<file path="src/rtl/sfcrc_pkg.sv">
// Package for the sensor frame CRC builder and checker.
// Holds frame constants, the queue entry type and the CRC-16/MODBUS byte update.
`default_nettype none

package sfcrc_pkg;

   localparam int unsigned FRAME_BYTES = 24;
   localparam int unsigned POS_W       = 5;
   localparam int unsigned QUEUE_DEPTH = 4;
   localparam int unsigned QPTR_W      = 2;
   localparam int unsigned QCNT_W      = 3;

   localparam logic [15:0] CRC_INIT     = 16'hFFFF;
   localparam logic [15:0] CRC_POLY     = 16'hA001;
   localparam logic [31:0] HEADER_RESET = 32'hC8D7B6A5;

   localparam logic [POS_W-1:0] POS_OP       = POS_W'(4);
   localparam logic [POS_W-1:0] POS_ARG1     = POS_W'(5);
   localparam logic [POS_W-1:0] POS_ARG2     = POS_W'(6);
   localparam logic [POS_W-1:0] POS_STATUS   = POS_W'(7);
   localparam logic [POS_W-1:0] POS_HIGH     = POS_W'(10);
   localparam logic [POS_W-1:0] POS_LOW      = POS_W'(11);
   localparam logic [POS_W-1:0] POS_CRC_LO   = POS_W'(FRAME_BYTES - 2);
   localparam logic [POS_W-1:0] POS_LAST     = POS_W'(FRAME_BYTES - 1);

   localparam logic CMD_SEND    = 1'b0;
   localparam logic CMD_RECEIVE = 1'b1;
   localparam logic KIND_BYTE    = 1'b0;
   localparam logic KIND_VERDICT = 1'b1;

   typedef struct packed {
      logic       verdict;
      logic [7:0] b0;
      logic [7:0] b1;
      logic [7:0] b2;
      logic       ok;
   } sfcrc_entry_type;

   function automatic logic [15:0] crc_byte(input logic [15:0] crc, input logic [7:0] b);
      logic [15:0] c;
      c = crc ^ {8'h00, b};
      for (int i = 0; i < 8; i++) begin
         if (c[0]) begin
            c = (c >> 1) ^ CRC_POLY;
         end else begin
            c = c >> 1;
         end
      end
      return c;
   endfunction

endpackage

`default_nettype wire

</file>
<file path="src/rtl/sfcrc_rsp_if.sv">
// Response channel interface: valid/ready handshake with the result item fields.
// Standalone; no package dependency.
`default_nettype none

interface sfcrc_rsp_if;
   logic       valid;
   logic       ready;
   logic       kind;
   logic [7:0] frame_byte;
   logic       last;
   logic       crc_ok;
   logic [7:0] reply_status;
   logic [7:0] reply_high;
   logic [7:0] reply_low;

   modport source (output valid, output kind, output frame_byte, output last,
                   output crc_ok, output reply_status, output reply_high,
                   output reply_low, input ready);
   modport sink   (input valid, input kind, input frame_byte, input last,
                   input crc_ok, input reply_status, input reply_high,
                   input reply_low, output ready);
endinterface

`default_nettype wire

</file>
<file path="src/rtl/sfcrc_back.sv">
// Back part: takes jobs from the queue, serializes send frames with their CRC
// and presents verdicts, through a registered response stage. Uses sfcrc_pkg and sfcrc_rsp_if.
`default_nettype none

module sfcrc_back
   import sfcrc_pkg::*;
(
   input  wire logic        clock,
   input  wire logic        reset,
   input  wire logic [31:0] header,
   input  wire sfcrc_entry_type head,
   input  wire logic        empty,
   output logic             pop,
   sfcrc_rsp_if.source      rsp_ch
);

   logic             busy_ff, busy_in;
   logic [POS_W-1:0] idx_ff, idx_in;
   logic [15:0]      crc_ff, crc_in;
   logic [7:0]       op_ff, op_in;
   logic [7:0]       a1_ff, a1_in;
   logic [7:0]       a2_ff, a2_in;

   logic             valid_ff, valid_in;
   logic             kind_ff, kind_in;
   logic [7:0]       byte_ff, byte_in;
   logic             last_ff, last_in;
   logic             ok_ff, ok_in;
   logic [7:0]       st_ff, st_in;
   logic [7:0]       hi_ff, hi_in;
   logic [7:0]       lo_ff, lo_in;

   logic             load_ok;
   logic [7:0]       cur_byte;

   assign load_ok = !valid_ff || rsp_ch.ready;

   always_comb begin
      case (idx_ff)
         POS_W'(0): cur_byte = header[31:24];
         POS_W'(1): cur_byte = header[23:16];
         POS_W'(2): cur_byte = header[15:8];
         POS_W'(3): cur_byte = header[7:0];
         POS_OP:    cur_byte = op_ff;
         POS_ARG1:  cur_byte = a1_ff;
         POS_ARG2:  cur_byte = a2_ff;
         POS_CRC_LO: cur_byte = crc_ff[7:0];
         POS_LAST:  cur_byte = crc_ff[15:8];
         default:   cur_byte = 8'h00;
      endcase
   end

   always_comb begin
      busy_in  = busy_ff;
      idx_in   = idx_ff;
      crc_in   = crc_ff;
      op_in    = op_ff;
      a1_in    = a1_ff;
      a2_in    = a2_ff;
      valid_in = valid_ff && !rsp_ch.ready;
      kind_in  = kind_ff;
      byte_in  = byte_ff;
      last_in  = last_ff;
      ok_in    = ok_ff;
      st_in    = st_ff;
      hi_in    = hi_ff;
      lo_in    = lo_ff;
      pop      = 1'b0;
      if (load_ok) begin
         if (busy_ff) begin
            valid_in = 1'b1;
            kind_in  = KIND_BYTE;
            byte_in  = cur_byte;
            last_in  = idx_ff == POS_LAST;
            ok_in    = 1'b0;
            st_in    = '0;
            hi_in    = '0;
            lo_in    = '0;
            if (idx_ff >= POS_OP && idx_ff < POS_CRC_LO) begin
               crc_in = crc_byte(crc_ff, cur_byte);
            end
            if (idx_ff == POS_LAST) begin
               busy_in = 1'b0;
            end
            idx_in = idx_ff + POS_W'(1);
         end else if (!empty) begin
            pop      = 1'b1;
            valid_in = 1'b1;
            if (head.verdict == KIND_VERDICT) begin
               kind_in = KIND_VERDICT;
               byte_in = '0;
               last_in = 1'b1;
               ok_in   = head.ok;
               st_in   = head.b0;
               hi_in   = head.b1;
               lo_in   = head.b2;
            end else begin
               kind_in = KIND_BYTE;
               byte_in = header[31:24];
               last_in = 1'b0;
               ok_in   = 1'b0;
               st_in   = '0;
               hi_in   = '0;
               lo_in   = '0;
               busy_in = 1'b1;
               idx_in  = POS_W'(1);
               crc_in  = CRC_INIT;
               op_in   = head.b0;
               a1_in   = head.b1;
               a2_in   = head.b2;
            end
         end
      end
   end

   always_ff @(posedge clock) begin
      if (reset) begin
         busy_ff  <= 1'b0;
         valid_ff <= 1'b0;
         idx_ff   <= '0;
      end else begin
         busy_ff  <= busy_in;
         valid_ff <= valid_in;
         idx_ff   <= idx_in;
      end
   end

   always_ff @(posedge clock) begin
      crc_ff  <= crc_in;
      op_ff   <= op_in;
      a1_ff   <= a1_in;
      a2_ff   <= a2_in;
      kind_ff <= kind_in;
      byte_ff <= byte_in;
      last_ff <= last_in;
      ok_ff   <= ok_in;
      st_ff   <= st_in;
      hi_ff   <= hi_in;
      lo_ff   <= lo_in;
   end

   assign rsp_ch.valid        = valid_ff;
   assign rsp_ch.kind         = kind_ff;
   assign rsp_ch.frame_byte   = byte_ff;
   assign rsp_ch.last         = last_ff;
   assign rsp_ch.crc_ok       = ok_ff;
   assign rsp_ch.reply_status = st_ff;
   assign rsp_ch.reply_high   = hi_ff;
   assign rsp_ch.reply_low    = lo_ff;

   a_idx_range: assert property (@(posedge clock) disable iff (reset)
      busy_ff |-> idx_ff != '0 && idx_ff <= POS_LAST)
      else $error("frame byte index out of range while busy");

   a_no_pop_busy: assert property (@(posedge clock) disable iff (reset)
      busy_ff |-> !pop)
      else $error("queue popped during frame serialization");

   a_verdict_last: assert property (@(posedge clock) disable iff (reset)
      valid_ff && kind_ff == KIND_VERDICT |-> last_ff)
      else $error("verdict without last");

endmodule

`default_nettype wire

</file>
<file path="src/flat_wrapper.sv">
// flat-port wrapper written by rule: the top's interface ports become plain ports
module sfcrc_back_flat import sfcrc_pkg::*;
  (clock, reset, header, head, empty, pop, rsp_ch_valid, rsp_ch_kind, rsp_ch_frame_byte, rsp_ch_last, rsp_ch_crc_ok, rsp_ch_reply_status, rsp_ch_reply_high, rsp_ch_reply_low, rsp_ch_ready);
  sfcrc_rsp_if rsp_ch_i ();
  input  wire logic clock;
  input  wire logic reset;
  input  wire logic [31:0] header;
  input  wire sfcrc_entry_type head;
  input  wire logic empty;
  output logic pop;
  output wire logic [$bits(rsp_ch_i.valid)-1:0] rsp_ch_valid;
  output wire logic [$bits(rsp_ch_i.kind)-1:0] rsp_ch_kind;
  output wire logic [$bits(rsp_ch_i.frame_byte)-1:0] rsp_ch_frame_byte;
  output wire logic [$bits(rsp_ch_i.last)-1:0] rsp_ch_last;
  output wire logic [$bits(rsp_ch_i.crc_ok)-1:0] rsp_ch_crc_ok;
  output wire logic [$bits(rsp_ch_i.reply_status)-1:0] rsp_ch_reply_status;
  output wire logic [$bits(rsp_ch_i.reply_high)-1:0] rsp_ch_reply_high;
  output wire logic [$bits(rsp_ch_i.reply_low)-1:0] rsp_ch_reply_low;
  input wire logic [$bits(rsp_ch_i.ready)-1:0] rsp_ch_ready;
  assign rsp_ch_valid = rsp_ch_i.valid;
  assign rsp_ch_kind = rsp_ch_i.kind;
  assign rsp_ch_frame_byte = rsp_ch_i.frame_byte;
  assign rsp_ch_last = rsp_ch_i.last;
  assign rsp_ch_crc_ok = rsp_ch_i.crc_ok;
  assign rsp_ch_reply_status = rsp_ch_i.reply_status;
  assign rsp_ch_reply_high = rsp_ch_i.reply_high;
  assign rsp_ch_reply_low = rsp_ch_i.reply_low;
  assign rsp_ch_i.ready = rsp_ch_ready;
  sfcrc_back u_core (.clock(clock), .reset(reset), .header(header), .head(head), .empty(empty), .pop(pop), .rsp_ch(rsp_ch_i));
endmodule
</file>
<file path="config.mk">
export PLATFORM = sky130hd
export DESIGN_NAME = sfcrc_back_flat
export DESIGN_NICKNAME = d
export VERILOG_FILES = /design/src/rtl/sfcrc_pkg.sv /design/src/rtl/sfcrc_rsp_if.sv /design/src/rtl/sfcrc_back.sv /design/src/flat_wrapper.sv
export SDC_FILE = /design/constraint.sdc
export NUM_CORES = 1
export LEC_CHECK = 0
export BUFFER_PORTS_ARGS = -buffer_cell sky130_fd_sc_hd__buf_2
export CAP_MARGIN = 30
export CORE_ASPECT_RATIO = 0.75
export CORE_MARGIN = 3
export CORE_UTILIZATION = 58
export DETAILED_ROUTE_END_ITERATION = 10
export PLACE_DENSITY = 0.86
export SYNTH_ARGS = -nofsm -noshare
export SYNTH_HDL_FRONTEND = slang
export SYNTH_SLANG_ARGS = --single-unit
</file>
<file path="constraint.sdc">
create_clock -name clock -period 6.7 [get_ports clock]
set_input_delay 0.67 -clock clock [delete_from_list [all_inputs] [get_ports clock]]
set_output_delay 0.67 -clock clock [all_outputs]
set_load 0.02 [all_outputs]
</file>
==> out/results.txt <==
Max Cap Viol: 0
grt ovf: 0
HPWL after DPL: 7348 um
Bufs on Longest Clock Path: 2
Worst Setup Path Type: flip-flop to flip-flop
Die ar.: 8115 um2
row cnt: 25
initial antenna violation count: 0
Syn Inst Count: 337
Cell Int Power: 0.0008466 W
peak supply drop: 154.9 uV
CTS tree: built
Placed Instances: 504
die height: 78.77 um
worst min path class: primary input to flip-flop
Final setup viols: 0
power density cells: 248.8 nW/um2
worst-margin pin slew: 1.047 ns
first-pass GRT wire length: 15770 um
routability cong.: 0.9108
Worst Path Arrival: 3.64 ns
Worst setup EP type: flip-flop
clk slew on worst S/H paths: 0.09 ns
root buffer cell: clkbuf_8
ant diodes: 0
net switching power: 0.0003581 W
Tmin final: 3.552 ns
synthesized flop and latch total: 82
fin nets: 500
achievable frequency: 281.6 MHz
Seq pwr share: 0.513
Synth Flop Type: edfxtp_1
port bufs: 98
CP Max Fanout: 23
final hold vios: 0
All-Layer GR Usage: 0.2604
sw frac: 0.2972
Syn Std Cell Area: 4095 um2
cells along the critical path: or3_1, o22ai_1, or3_1, nor2b_1, or4_4, nand4_4, xor2_1, xnor2_1, nand2_1
vias in the first global route: 3080
post-CTS setup buffers: 0
Slew Viols, Final: 0
drt initial violations: 395
combinational power share: 0.203
max_slew headroom: 0.3014
CP most frequent cell: or3_1
synthesis-to-finish area growth: 18.24%
post-synthesis sequential area ratio: 0.5842
Worst-Skew Late Latency: 0.36 ns
status: finished, final reports clean
largest net degree at the start of global routing: 30
H-tree depth: 3
layout cells sized above 1: 0.3030
fin area: 4842 um2
Ports: 99
EDFF count, synth: 75
startpoint class of the critical path: flip-flop
setup TNS: 0 ns
placed cell area: 4658 um2
post-DR vias/cell: 6.106
Residual DRC: 0
die width: 103.0 um
post-cts gate resize count: 0
final period utilization: 0.5301
DRT antenna net count: 0
drt total wl: 10120 um
Worst EP required: 6.79 ns
Vias: 3175
Yosys Warn Count: 0
CORE AREA: 6569 um2
Synthesized Nets: 403
Hold Slack: 0.4878 ns
Synth cell types: 58
Worst Clk Skew: 0.005035 ns
Layout Cells excl Fill: 520
cts hold-fix bufs: 0
clock sink count: 82
clock share of power: 0.284
unrepaired setup endpoints after global routing: false
Critical Path Max Stage Delay: 1.02 ns
Pre-Repair DR Iteration Count: 5
static leakage: 1.870 nW
CP max stage cell: dfxtp_1
CTS Buf Count: 9
ys async rst share: 0
Post-Syn Area per Cell: 12.15 um2
Initial Utilization: 0.6234
drt wl/cell: 19.46 um
==> synth_stat cells (all sizes together), types with 7 or more instances <==
master | count | share of area
xnor2 | 14 | 0.032
o22ai | 7 | 0.011
nand2b | 7 | 0.011
dfxtp | 7 | 0.034
a21oi | 11 | 0.013
mux2i | 13 | 0.032
o21ai | 15 | 0.018
edfxtp | 75 | 0.55
clkbuf | 8 | 0.0073
inv | 9 | 0.0082
nor2 | 15 | 0.014
nor3 | 13 | 0.016
and2 | 27 | 0.041
buf | 8 | 0.015
nand2 | 31 | 0.028
==> area by class of cell <==
cell class	count	area, um2
clock buffer	9	123.9
inverter	9	33.78
timing repair buffer	102	533.0
multi-input combinational	230	1598
sequential	82	2392
clock inverter	7	60.06
fill	448	1727
tap	81	101.3
==> layout by cell type (no fill, tap or decap), drive strengths merged, types with 2 or more instances in the layout <==
cell,synthesis,final
nand4,4,4
buf,8,102
clkbuf,8,9
nor2,15,15
o22a,2,2
nor2b,6,6
nand2,31,31
dfxtp,7,7
a21oi,11,11
nor3,13,13
clkinv,0,3
and2b,2,2
a222oi,2,2
a32oi,2,2
nand3,6,6
inv,9,13
o21ai,15,15
mux2i,13,13
a211o,2,2
a22o,4,4
or4,3,3
and2,27,27
edfxtp,75,75
xor2,6,6
xnor2,14,14
or3,4,4
ha,4,4
nand2b,7,7
a22oi,6,6
or3b,3,3
o22ai,7,7
nor3b,3,3
o2bb2ai,3,3
==> per-layer routing <==
metal	global-route usage	share of wire
met1	0.3782	0.41
met2	0.3867	0.45
met3	0.06234	0.12
met4	0.08668	0.021
met5	0	0
==> worst paths after layout <==
check	to	cells past startpoint	start	slack, ns
setup / recovery	u_core.crc_ff[15]$_SDFFCE_PN1P_	9	u_core.idx_ff[2]$_SDFFE_PP0P_	3.15
hold / removal	u_core.a1_ff[7]$_DFFE_PP_	1	head[16]	0.49
setup reg to reg	u_core.crc_ff[15]$_SDFFCE_PN1P_	9	u_core.idx_ff[2]$_SDFFE_PP0P_	3.15
hold reg to reg	u_core.crc_ff[5]$_SDFFCE_PN1P_	1	u_core.crc_ff[13]$_SDFFCE_PN1P_	0.58
==> worst max-delay path, delay by kind of cell, from the launching register on <==
kind | cells | cell delay [ns]
compound gates | 1 | 0.15
simple gates | 6 | 1.79
flops | 1 | 1.02
xor+xnor | 2 | 0.31
==> cell families after synthesis <==
logic type / synth area share
AO/OA/AOI/OAI: 0.1039
multiplexers: 0.03452
adder cells (fa/ha/maj): 0.01222
flip-flops: 0.5842
AND/OR/NAND/NOR: 0.1842
XOR/XNOR: 0.05041
buffers and inverters: 0.03055
==> power groups by stage <==
stage / clock network [W] / registers [W] / logic, W
5_1_grt: 0.000367 / 0.000622 / 0.000264
2_1_floorplan: 0 / 0.000653 / 0.000140
4_1_cts: 0.000343 / 0.000618 / 0.000244
6_report: 0.000342 / 0.000618 / 0.000244
3_3_place_gp: 0 / 0.000629 / 0.000235
3_5_place_dp: 0 / 0.000629 / 0.000242
==> registers in the layout (all words and copies together) (netlist names), 8 cells and up <==
name	count
u_core.a1_ff	8
u_core.a2_ff	8
u_core.crc_ff	16
u_core.op_ff	8
u_core.rsp_ch.frame_byte	8
u_core.rsp_ch.reply_high	8
u_core.rsp_ch.reply_low	8
u_core.rsp_ch.reply_status	8
==> metrics by stage <==
step / setup slack [ns] / utilization / power [W]
after floorplan: 2.606 / - / 0.0007937
after global placement: 3.231 / 0.7061 / 0.0008641
after detailed placement: 3.212 / 0.7091 / 0.0008709
after CTS: 3.197 / 0.7371 / 0.001204
after global routing: 2.963 / 0.7371 / 0.001253
final: 3.148 / 0.7371 / 0.001205
Power figures use the tool's default switching activity.
